**config.mk**
```make
export PLATFORM = sky130hd
export DESIGN_NAME = sync_header_frame_parser_top
export DESIGN_NICKNAME = d
export VERILOG_FILES = /design/src/rtl/shfp_pkg.sv /design/src/rtl/sync_header_frame_parser_top.sv /design/src/rtl/shfp_parser.sv /design/src/rtl/shfp_out_buf.sv
export SDC_FILE = /design/constraint.sdc
export NUM_CORES = 1
export LEC_CHECK = 0
export BUFFER_PORTS_ARGS = -buffer_cell sky130_fd_sc_hd__buf_2
export CORE_ASPECT_RATIO = 1.5
export CORE_MARGIN = 2
export CORE_UTILIZATION = 63
export CTS_CLUSTER_DIAMETER = 60
export DETAILED_ROUTE_END_ITERATION = 10
export PLACE_DENSITY = 0.85
export SYNTH_ARGS = -nofsm -noshare
export SYNTH_HDL_FRONTEND = slang
export SYNTH_SLANG_ARGS = --single-unit
```
**constraint.sdc**
```tcl
create_clock -name i_clk -period 32.2 [get_ports i_clk]
set_input_delay 1.61 -clock i_clk [delete_from_list [all_inputs] [get_ports i_clk]]
set_output_delay 1.61 -clock i_clk [all_outputs]
set_load 0.02 [all_outputs]
```
**src/rtl/shfp_pkg.sv**
```systemverilog
// ----------------------------------------------------------------------------
// shfp_pkg
// types and constants shared by the sync header frame parser modules
// ----------------------------------------------------------------------------
package shfp_pkg;

    localparam logic [7:0]  SYNC_FIRST     = 8'h40;  // '@'
    localparam logic [7:0]  SYNC_SECOND    = 8'h54;  // 'T'
    localparam logic [7:0]  SERIAL_MOD     = 8'h80;
    localparam logic [11:0] MAX_PAYLOAD    = 12'd2048;

    localparam logic [15:0] MIN_VER_RESET  = 16'd1;
    localparam logic [11:0] LIMIT_RESET    = 12'd2048;

    // register index taken from the apb address
    localparam logic REG_MIN_VER = 1'b0;
    localparam logic REG_LIMIT   = 1'b1;

    localparam logic KIND_PAYLOAD = 1'b0;
    localparam logic KIND_DONE    = 1'b1;

    localparam logic CMD_BYTE  = 1'b0;
    localparam logic CMD_REARM = 1'b1;

    typedef enum logic [15:0] {
        ST_SYNC1   = 16'h0001,
        ST_SYNC2   = 16'h0002,
        ST_SND_LO  = 16'h0004,
        ST_SND_HI  = 16'h0008,
        ST_LEN_LO  = 16'h0010,
        ST_LEN_HI  = 16'h0020,
        ST_SERIAL  = 16'h0040,
        ST_FEAT_LO = 16'h0080,
        ST_FEAT_HI = 16'h0100,
        ST_CMD     = 16'h0200,
        ST_MODE    = 16'h0400,
        ST_DATA    = 16'h0800,
        ST_CRC0    = 16'h1000,
        ST_CRC1    = 16'h2000,
        ST_CRC2    = 16'h4000,
        ST_CRC3    = 16'h8000
    } t_phase;

    typedef struct packed {
        logic        kind;
        logic [7:0]  payload_byte;
        logic [10:0] payload_index;
        logic [15:0] sender_id;
        logic [11:0] length_field;
        logic [7:0]  frame_serial;
        logic [15:0] feature_address;
        logic [7:0]  command_code;
        logic [7:0]  mode_byte;
        logic [31:0] checksum_value;
        logic        version_too_old;
        logic        lost_packets;
    } t_result;

endpackage

```
**src/rtl/sync_header_frame_parser_top.sv**
```systemverilog
// result path: a result is registered in the output buffer once its byte is
//   accepted, and sits in the skid entry while an earlier result still waits
// throughput: one byte per cycle; a two-entry output buffer keeps input open
//   while one result waits, input stalls only when both entries are full
// reset: synchronous active low; parser returns to sync hunt, serial check is
//   skipped on the first frame, registers return to min version 1, limit 2048
// ----------------------------------------------------------------------------
// sync_header_frame_parser_top
// apb register file, frame parser and result buffer
// ----------------------------------------------------------------------------
module sync_header_frame_parser_top (
    input  logic        i_clk,
    input  logic        i_rst_n,
    input  logic        i_in_valid,
    output logic        o_in_ready,
    input  logic        i_cmd,
    input  logic [7:0]  i_rx_byte,
    output logic        o_out_valid,
    input  logic        i_out_ready,
    output logic        o_kind,
    output logic [7:0]  o_payload_byte,
    output logic [10:0] o_payload_index,
    output logic [15:0] o_sender_id,
    output logic [11:0] o_length_field,
    output logic [7:0]  o_frame_serial,
    output logic [15:0] o_feature_address,
    output logic [7:0]  o_command_code,
    output logic [7:0]  o_mode_byte,
    output logic [31:0] o_checksum_value,
    output logic        o_version_too_old,
    output logic        o_lost_packets,
    input  logic        psel,
    input  logic        penable,
    input  logic        pwrite,
    input  logic [2:0]  paddr,
    input  logic [31:0] pwdata,
    output logic [31:0] prdata,
    output logic        pready
);
    import shfp_pkg::*;

    logic [15:0] r_min_ver;
    logic [11:0] r_limit;
    logic        cfg_wr;
    logic        step;
    logic        res_valid;
    t_result     res;
    t_result     out_res;
    logic        space;

    assign pready = 1'b1;
    assign cfg_wr = psel && penable && pwrite && pready;

    always_ff @(posedge i_clk) begin
        if (!i_rst_n) begin
            r_min_ver <= MIN_VER_RESET;
            r_limit   <= LIMIT_RESET;
        end else if (cfg_wr) begin
            unique case (paddr[2])
                REG_MIN_VER: r_min_ver <= pwdata[15:0];
                REG_LIMIT:   r_limit   <= pwdata[11:0];
                default:     r_limit   <= r_limit;
            endcase
        end
    end

    always_comb begin
        unique case (paddr[2])
            REG_MIN_VER: prdata = {16'd0, r_min_ver};
            REG_LIMIT:   prdata = {20'd0, r_limit};
            default:     prdata = 32'd0;
        endcase
    end

    assign o_in_ready = space;
    assign step       = i_in_valid && space;

    shfp_parser u_parser (
        .i_clk                (i_clk),
        .i_rst_n              (i_rst_n),
        .i_step               (step),
        .i_cmd                (i_cmd),
        .i_rx_byte            (i_rx_byte),
        .i_min_sender_version (r_min_ver),
        .i_payload_limit      (r_limit),
        .o_res_valid          (res_valid),
        .o_res                (res)
    );

    shfp_out_buf u_out_buf (
        .i_clk   (i_clk),
        .i_rst_n (i_rst_n),
        .i_push  (res_valid),
        .i_data  (res),
        .o_space (space),
        .o_valid (o_out_valid),
        .i_ready (i_out_ready),
        .o_data  (out_res)
    );

    assign o_kind            = out_res.kind;
    assign o_payload_byte    = out_res.payload_byte;
    assign o_payload_index   = out_res.payload_index;
    assign o_sender_id       = out_res.sender_id;
    assign o_length_field    = out_res.length_field;
    assign o_frame_serial    = out_res.frame_serial;
    assign o_feature_address = out_res.feature_address;
    assign o_command_code    = out_res.command_code;
    assign o_mode_byte       = out_res.mode_byte;
    assign o_checksum_value  = out_res.checksum_value;
    assign o_version_too_old = out_res.version_too_old;
    assign o_lost_packets    = out_res.lost_packets;

endmodule

```
**src/rtl/shfp_parser.sv**
```systemverilog
// ----------------------------------------------------------------------------
// shfp_parser
// byte-wide frame parser: sync hunt, header capture, payload and checksum
// ----------------------------------------------------------------------------
module shfp_parser (
    input  logic              i_clk,
    input  logic              i_rst_n,
    input  logic              i_step,
    input  logic              i_cmd,
    input  logic [7:0]        i_rx_byte,
    input  logic [15:0]       i_min_sender_version,
    input  logic [11:0]       i_payload_limit,
    output logic              o_res_valid,
    output shfp_pkg::t_result o_res
);
    import shfp_pkg::*;

    t_phase      r_phase,    n_phase;
    logic [15:0] r_sender,   n_sender;
    logic [11:0] r_length,   n_length;
    logic [7:0]  r_serial,   n_serial;
    logic [15:0] r_feature,  n_feature;
    logic [7:0]  r_command,  n_command;
    logic [7:0]  r_mode,     n_mode;
    logic [10:0] r_data_pos, n_data_pos;
    logic [31:0] r_checksum, n_checksum;
    logic [1:0]  r_flags,    n_flags;
    logic [7:0]  r_prev_ser, n_prev_ser;
    logic        r_first,    n_first;

    logic [15:0] full_len;
    logic [11:0] limit;
    logic [7:0]  expect_ser;
    logic [11:0] pos_plus;
    logic        res_done;
    logic [7:0]  res_byte;
    logic [10:0] res_index;

    assign full_len   = {i_rx_byte, r_length[7:0]};
    assign limit      = (i_payload_limit > MAX_PAYLOAD) ? MAX_PAYLOAD : i_payload_limit;
    assign expect_ser = (r_prev_ser + 8'd1) & (SERIAL_MOD - 8'd1);
    assign pos_plus   = {1'b0, r_data_pos} + 12'd1;

    always_comb begin
        n_phase     = r_phase;
        n_sender    = r_sender;
        n_length    = r_length;
        n_serial    = r_serial;
        n_feature   = r_feature;
        n_command   = r_command;
        n_mode      = r_mode;
        n_data_pos  = r_data_pos;
        n_checksum  = r_checksum;
        n_flags     = r_flags;
        n_prev_ser  = r_prev_ser;
        n_first     = r_first;
        o_res_valid = 1'b0;
        res_done    = 1'b0;
        res_byte    = 8'd0;
        res_index   = 11'd0;
        if (i_step && i_cmd == CMD_REARM) begin
            n_first = 1'b1;
        end else if (i_step) begin
            unique case (r_phase)
                ST_SYNC1: begin
                    n_flags = 2'b00;
                    if (i_rx_byte == SYNC_FIRST) begin
                        n_phase = ST_SYNC2;
                    end
                end
                ST_SYNC2: begin
                    n_phase = (i_rx_byte == SYNC_SECOND) ? ST_SND_LO : ST_SYNC1;
                end
                ST_SND_LO: begin
                    n_sender = {8'd0, i_rx_byte};
                    n_phase  = ST_SND_HI;
                end
                ST_SND_HI: begin
                    n_sender = {i_rx_byte, r_sender[7:0]};
                    if (n_sender < i_min_sender_version) begin
                        n_flags[0] = 1'b1;
                    end
                    n_phase = ST_LEN_LO;
                end
                ST_LEN_LO: begin
                    n_length = {4'd0, i_rx_byte};
                    n_phase  = ST_LEN_HI;
                end
                ST_LEN_HI: begin
                    if (full_len > {4'd0, limit}) begin
                        n_phase = ST_SYNC1;
                    end else begin
                        n_length = full_len[11:0];
                        n_phase  = ST_SERIAL;
                    end
                end
                ST_SERIAL: begin
                    n_serial = i_rx_byte;
                    if (r_first) begin
                        n_first = 1'b0;
                    end else if (i_rx_byte != expect_ser) begin
                        n_flags[1] = 1'b1;
                    end
                    n_prev_ser = i_rx_byte;
                    n_phase    = ST_FEAT_LO;
                end
                ST_FEAT_LO: begin
                    n_feature = {8'd0, i_rx_byte};
                    n_phase   = ST_FEAT_HI;
                end
                ST_FEAT_HI: begin
                    n_feature = {i_rx_byte, r_feature[7:0]};
                    n_phase   = ST_CMD;
                end
                ST_CMD: begin
                    n_command = i_rx_byte;
                    n_phase   = ST_MODE;
                end
                ST_MODE: begin
                    n_mode     = i_rx_byte;
                    n_checksum = 32'd0;
                    if (r_length != 12'd0) begin
                        n_data_pos = 11'd0;
                        n_phase    = ST_DATA;
                    end else if (i_rx_byte[0]) begin
                        n_phase = ST_CRC0;
                    end else begin
                        n_phase     = ST_SYNC1;
                        o_res_valid = 1'b1;
                        res_done    = 1'b1;
                    end
                end
                ST_DATA: begin
                    n_data_pos  = pos_plus[10:0];
                    o_res_valid = 1'b1;
                    res_byte    = i_rx_byte;
                    res_index   = r_data_pos;
                    if (pos_plus >= r_length) begin
                        if (r_mode[0]) begin
                            n_phase = ST_CRC0;
                        end else begin
                            n_phase  = ST_SYNC1;
                            res_done = 1'b1;
                        end
                    end
                end
                ST_CRC0: begin
                    n_checksum = {24'd0, i_rx_byte};
                    n_phase    = ST_CRC1;
                end
                ST_CRC1: begin
                    n_checksum = r_checksum | {16'd0, i_rx_byte, 8'd0};
                    n_phase    = ST_CRC2;
                end
                ST_CRC2: begin
                    n_checksum = r_checksum | {8'd0, i_rx_byte, 16'd0};
                    n_phase    = ST_CRC3;
                end
                ST_CRC3: begin
                    n_checksum  = r_checksum | {i_rx_byte, 24'd0};
                    n_phase     = ST_SYNC1;
                    o_res_valid = 1'b1;
                    res_done    = 1'b1;
                end
                default: begin
                    n_phase = ST_SYNC1;
                end
            endcase
        end
    end

    // frame-complete results carry the header as updated by this byte
    always_comb begin
        o_res               = '0;
        o_res.payload_byte  = res_byte;
        o_res.payload_index = res_index;
        if (res_done) begin
            o_res.kind            = KIND_DONE;
            o_res.sender_id       = n_sender;
            o_res.length_field    = n_length;
            o_res.frame_serial    = n_serial;
            o_res.feature_address = n_feature;
            o_res.command_code    = n_command;
            o_res.mode_byte       = n_mode;
            o_res.checksum_value  = n_checksum;
            o_res.version_too_old = n_flags[0];
            o_res.lost_packets    = n_flags[1];
        end else begin
            o_res.kind = KIND_PAYLOAD;
        end
    end

    always_ff @(posedge i_clk) begin
        if (!i_rst_n) begin
            r_phase    <= ST_SYNC1;
            r_sender   <= 16'd0;
            r_length   <= 12'd0;
            r_serial   <= 8'd0;
            r_feature  <= 16'd0;
            r_command  <= 8'd0;
            r_mode     <= 8'd0;
            r_data_pos <= 11'd0;
            r_checksum <= 32'd0;
            r_flags    <= 2'b00;
            r_prev_ser <= 8'd0;
            r_first    <= 1'b1;
        end else begin
            r_phase    <= n_phase;
            r_sender   <= n_sender;
            r_length   <= n_length;
            r_serial   <= n_serial;
            r_feature  <= n_feature;
            r_command  <= n_command;
            r_mode     <= n_mode;
            r_data_pos <= n_data_pos;
            r_checksum <= n_checksum;
            r_flags    <= n_flags;
            r_prev_ser <= n_prev_ser;
            r_first    <= n_first;
        end
    end

endmodule

```
**src/rtl/shfp_out_buf.sv**
```systemverilog
// ----------------------------------------------------------------------------
// shfp_out_buf
// two-entry result buffer: output register plus skid register
// ----------------------------------------------------------------------------
module shfp_out_buf (
    input  logic              i_clk,
    input  logic              i_rst_n,
    input  logic              i_push,
    input  shfp_pkg::t_result i_data,
    output logic              o_space,
    output logic              o_valid,
    input  logic              i_ready,
    output shfp_pkg::t_result o_data
);
    import shfp_pkg::*;

    logic    r_main_valid, n_main_valid;
    logic    r_skid_valid, n_skid_valid;
    t_result r_main, n_main;
    t_result r_skid, n_skid;
    logic    pop;

    assign pop     = r_main_valid && i_ready;
    assign o_space = !r_skid_valid;
    assign o_valid = r_main_valid;
    assign o_data  = r_main;

    always_comb begin
        n_main_valid = r_main_valid;
        n_skid_valid = r_skid_valid;
        n_main       = r_main;
        n_skid       = r_skid;
        if (pop) begin
            if (r_skid_valid) begin
                // push is blocked while the skid entry is full
                n_main       = r_skid;
                n_skid_valid = 1'b0;
            end else if (i_push) begin
                n_main = i_data;
            end else begin
                n_main_valid = 1'b0;
            end
        end else if (i_push) begin
            if (!r_main_valid) begin
                n_main       = i_data;
                n_main_valid = 1'b1;
            end else begin
                n_skid       = i_data;
                n_skid_valid = 1'b1;
            end
        end
    end

    always_ff @(posedge i_clk) begin
        if (!i_rst_n) begin
            r_main_valid <= 1'b0;
            r_skid_valid <= 1'b0;
        end else begin
            r_main_valid <= n_main_valid;
            r_skid_valid <= n_skid_valid;
        end
    end

    always_ff @(posedge i_clk) begin
        r_main <= n_main;
        r_skid <= n_skid;
    end

endmodule

```
After elaboration in Yosys (flattened, before gate mapping) --
Index checks and enable logic that the tools add are counted.
Word-level totals: bits in registers 411
Cells by class: muxes and demuxes 68, $lt $le $gt $ge 4, bitwise gates (word level) 7, equality and inequality tests 25, add/sub/neg operators 2, reductions and logical operators 23
Operators with widths (number):
- 2-to-1 mux 122 bit | 5
- case mux 16 bit (15 select lines) | 1
- case mux 32 bit (5 select lines) | 1
- 2-to-1 mux 16 bit | 7
- 2-to-1 mux 102 bit | 1
- 2-to-1 mux 8 bit | 12
- 2-to-1 mux 32 bit | 2
- case mux 16 bit (2 select lines) | 2
- case mux 32 bit (2 select lines) | 1
- 2-to-1 mux 12 bit | 4
- 2-to-1 mux 11 bit | 4
- OR 32 x 16 -> 32 bit | 1
- OR 32 x 24 -> 32 bit | 1
- OR 32 bit | 1
- 2-to-1 mux 13 bit | 2
- case mux 12 bit (2 select lines) | 1
- case mux 11 bit (2 select lines) | 1
- == test 16 x 1 -> 1 bit, second input constant | 1
- == test 16 x 10 -> 1 bit, second input constant | 1
- == test 16 x 11 -> 1 bit, second input constant | 1
- == test 16 x 12 -> 1 bit, second input constant | 1
- == test 16 x 13 -> 1 bit, second input constant | 1
- == test 16 x 14 -> 1 bit, second input constant | 1
- == test 16 x 15 -> 1 bit, second input constant | 1
- 34 further kinds | 75

Logic depth before layout (Yosys ltp) --
depth after elaboration 11, gate-level depth with buffers 14, gate-level depth less buffers 12

Hierarchy --
A second synthesis with hierarchy kept.
Unflattened totals: cell total of the unflattened synthesis 1496, area, all modules 18469.0 µm²
By module, submodules not included:
- shfp_out_buf | cells each 393, instances 1, area an instance 9227.6 µm²
- shfp_parser | cells each 953, instances 1, area an instance 7827.5 µm²
- sync_header_frame_parser_top | cells each 150, instances 1, area an instance 1413.9 µm²

Worst setup path after synthesis --
OpenSTA, ideal clock, no wires.
kind input to register, start point input i_cmd, end point register u_out_buf.r_skid[0] in the netlist's numbering (enable), path slack 19.680 ns, data required time 31.420 ns, data arrival time 11.740 ns, cell stages on the path 6, setup time 0.780 ns, path through nor3b_1 -> clkbuf_1 -> clkbuf_1 -> clkbuf_1 -> o21ai_0 -> nor3b_1
Between the ends: word-level cells in the longest chain between the ends 3
Ends and longest elaborated chain:
- start: declaration | RTL line sync_header_frame_parser_top.sv:16 | input logic i_cmd,
- logical AND 1 bit | RTL line shfp_parser.sv:61 | if (i_step && i_cmd == CMD_REARM) begin
- 2-to-1 mux 1 bit | RTL line shfp_parser.sv:61
- AND reduction 3 bit (no source line)
- end signal: assignment | RTL line shfp_out_buf.sv:66 | r_skid <= n_skid;
- end: declaration | RTL line shfp_out_buf.sv:20 | t_result r_skid, n_skid;
No other way between the ends. A chain may end at the register's enable or synchronous reset.

Worst setup path in the final report --
start point register u_parser.r_phase[0], end point register u_out_buf.r_main (netlist bit u_out_buf.o_data[87]) (enable)
Between the ends: word-level cells in the longest chain between the ends 7
Ends and longest elaborated chain:
- start: declaration | RTL line shfp_parser.sv:18 | t_phase r_phase, n_phase;
- start signal: assignment | RTL line shfp_parser.sv:208 | r_phase <= n_phase;
- == test 16 bit / == test 16 x 12 -> 1 bit (equally long branches) | RTL line shfp_parser.sv:64 | unique case (r_phase)
- OR reduction 2 bit (no source line)
- case mux 1 bit (2 select lines) (*) | RTL line shfp_parser.sv:64
- 2-to-1 mux 1 bit (*) | RTL line shfp_parser.sv:63 | end else if (i_step) begin
- 2-to-1 mux 1 bit (*) | RTL line shfp_parser.sv:61
- nonzero test 2 bit (no source line)
- AND reduction 3 bit (no source line) (*)
- end signal: assignment | RTL line shfp_out_buf.sv:65 | r_main <= n_main;
- end: declaration | RTL line shfp_out_buf.sv:19 | t_result r_main, n_main;
Mark *: on every way between the ends. The rest lies on a longest branch, timed or not.

==> metrics <==
drt via density=6.34; CP Class=reg2reg; largest net degree at the start of global routing=84; DP Area=18700 µm²; Setup crit start=u_parser.r_phase[0]$_SDFFE_PN1P_; Max Clk Rate=200 MHz; P&R area growth vs syn=11.8%; Clock Tree Root=clkbuf_16; met1 WL=16200 µm; ys flop type=edfxtp_1; Clock Tree Buf Depth=3; Avg Synthesized Cell Area=10.6 µm²; hpwl dp=27900 µm; Die Y=210 µm; Pre-antenna DRT Iters=8; RSZ-0062 raised after global routing=no; Synth Warn #=0; I/O Buffers=172; min cycle time layout=5000 ps; via count=13600; drt total wl=44700 µm; relative slew slack=22.3%; total track usage=29.6%; # DRC=0; Multi-input gate area=6430 µm²; WL met2=22500 µm; status=complete, no violations; site row count=75; layout cells sized above 1=15.7%; Worst Hold Class=reg2reg; mux share of post-synthesis cell area=2.74%; max_cap viols=0; Post-synth ARST share=0%; post-synthesis simple-gate area fraction=17.1%; Top Layer Used=met4; global route overflow=0; worst-case reg-to-reg path depth=8; overall power=0.00103 W; most frequent cells in the layout=244 x edfxtp_1, 207 x nand2_1, 172 x buf_2, 167 x dfxtp_1, 154 x nor2_1; terminus of the critical flop-to-flop path=u_out_buf.o_data[87]$_DFFE_PP_; Layout Skew=15.1 ps; CTS Sinks=411; Final Setup Violations=0; post_cts resized=0; hold buffers post-CTS=0; Worst setup EP type=flip-flop; Post-Synth XOR/XNOR Area=0.788%; largest family of logic cells by synthesized area=simple AND/OR/NAND/NOR gates; filler cell count in the final layout=1923; Seq. cell area=10700 µm²; die footprint=29600 µm²; Synth top area share=41.2%; Post-DRT Antenna Nets=0; TritonCTS clock tree=done; Die X=141 µm; fin area=19900 µm²; drt wl/cell=20.8 µm; DR iter-0 viols=1458; CTS clock-pin slew for the worst setup and hold paths=70 ps; EDFF count, synth=244; CP required=32360 ps; cts bufs inserted=37; Worst setup endpoint=u_out_buf.o_data[87]$_DFFE_PP_; Syn Inst Count=1669; initial core utilization=63.8%; Syn Std Cell Area=17800 µm²; arrival time at the worst endpoint=5160 ps; Worst VDD drop=0.0511 mV; met3 WL post-DR=3150 µm; type of origin of the critical path=flip-flop; Compound-Gate Fraction of Synth Area=12.0%; vias in the first global route=13100; Static Leak=6.78 nW; final setup TNS=0 ps; critical path fanouts, max=66; ranking of synthesized cells by area=edfxtp_1 41%, dfxtp_1 19%, nand2_1 4.4%, nor2_1 3.3%, nor3_1 3.2%; final period utilization=15.5%; Yosys reg bits=411; Setup Buffers After CTS=0; PwrDens=51.8 nW/µm²; final hold vios=0; Final GP Congestion=0.937; sequential fraction of the synthesis area=60.0%; htree depth=2; leading cell type in the layout, fill and taps excluded=edfxtp_1; actual slew at the worst max-slew pin=1150 ps; r2r setup slk=27200 ps; Core Area=27900 µm²; first-pass GRT wire length=68700 µm; Cell variety after synth=70; # IOs=208; worst flop-to-flop path startpoint=u_parser.r_phase[0]$_SDFFE_PN1P_; Clk Latency, worst-skew pair=540 ps; pins over their slew limit=0; antenna violations before repair=0; Synth Area in Adders=2.89%; ANT cells=0; cell taking the most area after synthesis=edfxtp_1; Final #Nets=1869
routing by layer:
metal / track usage, % / vias up
met4: 16.8 / 0
met3: 5.11 / 190
met1: 34.9 / 6532
li1: - / 6251
met2: 51.0 / 662
met5: 0 / -
cells in the mapped netlist (3+ instances only):
cell type / count
nand4_1: 15
o21ai_0: 77
o31ai_1: 8
nor2_1: 155
inv_1: 36
and2_1: 8
buf_2: 29
edfxtp_1: 244
or3_1: 3
a32oi_1: 9
buf_6: 5
and3_1: 20
nor4_4: 3
xor2_1: 10
nand3_1: 32
ha_1: 41
nor4_1: 9
o211ai_1: 9
nor4_2: 4
o21a_1: 4
buf_4: 18
or4b_2: 5
a21o_1: 22
a31oi_1: 7
mux2i_1: 43
nor2b_1: 8
nand3b_1: 9
nor3b_1: 4
a21oi_1: 83
xnor2_1: 6
clkbuf_1: 78
nand2_1: 207
a211oi_1: 7
o21ai_1: 65
nand4_2: 3
a22oi_1: 44
nand2b_1: 3
or4_1: 11
nor3_1: 113
nor4b_1: 4
dfxtp_1: 167
flip-flops by register name, summed over array words and instances, names as in the netlist:
name / cells
u_parser.r_first: 1
u_parser.r_data_pos: 11
u_parser.r_phase: 16
u_out_buf.r_skid: 122
u_parser.r_prev_ser: 7
u_out_buf.r_skid_valid: 1
u_parser.r_sender: 16
u_parser.r_command: 8
r_limit: 12
u_parser.r_mode: 8
u_parser.r_length: 12
r_min_ver: 16
u_out_buf.o_data: 122
u_parser.r_flags: 2
u_parser.r_checksum: 32
u_parser.r_serial: 8
u_parser.r_feature: 16
u_out_buf.o_valid: 1
critical path, cell delays in order (launching register included):
cell and delay [ps]:
dfxtp_1 400, or4_1 740, nor2_2 370, nand4_1 130, o21ai_1 320, o21ai_0 250
a22oi_2 920, buf_4 640, buf_4 720
cell families (layout without fill, tap and decap cells):
| logic type | count (synthesis) | after routing |
|---|---|---|
| XOR/XNOR | 16 | 16 |
| adder cells (fa/ha/maj) | 41 | 41 |
| AO/OA/AOI/OAI | 354 | 354 |
| multiplexers | 46 | 46 |
| AND/OR/NAND/NOR | 629 | 629 |
| flip-flops | 411 | 411 |
| buffers and inverters | 170 | 292 |
| other | 2 | 17 |
how the worst min path moves through the flow:
stage / startpoint / endpoint / depth (start not counted)
4_1_cts: r_min_ver[12]$_SDFFE_PN0P_ / r_min_ver[12]$_SDFFE_PN0P_ / 2
6_report: r_min_ver[12]$_SDFFE_PN0P_ / r_min_ver[12]$_SDFFE_PN0P_ / 2
5_1_grt: r_min_ver[12]$_SDFFE_PN0P_ / r_min_ver[12]$_SDFFE_PN0P_ / 2
3_3_place_gp: r_min_ver[10]$_SDFFE_PN0P_ / r_min_ver[10]$_SDFFE_PN0P_ / 2
3_5_place_dp: r_min_ver[12]$_SDFFE_PN0P_ / r_min_ver[12]$_SDFFE_PN0P_ / 2
2_1_floorplan: r_min_ver[10]$_SDFFE_PN0P_ / r_min_ver[10]$_SDFFE_PN0P_ / 2
stage by stage:
stage | worst slack (ps) | hold slack, ps | instances | utilization (%)
detailed placement | 26820 | 448 | 2084 | 66.9
finish | 27200 | 457 | 2152 | 71.3
floorplan | 19680 | 436 | 1684 | -
global route | 26910 | 478 | 2152 | 71.3
CTS | 27190 | 457 | 2152 | 71.3
global placement | 26960 | 443 | 2084 | 66.9
where the power goes:
part            total, W  internal [W]  leakage (nW)  switching, W
Clock           0.000439      0.000252         0.597      0.000188
Combinational  0.0000371    0.00000775          3.00     0.0000294
Sequential      0.000552      0.000551          3.18    0.00000114
layout make-up:
type	instances	area share, %
repair buffers	187	4.90
inverters	37	0.711
multi-input cells	1103	32.4
well taps	346	2.18
clock buffers	53	5.43
flip-flops and latches	411	53.7
clock inverters	15	0.724
Power figures use the tool's default switching activity.
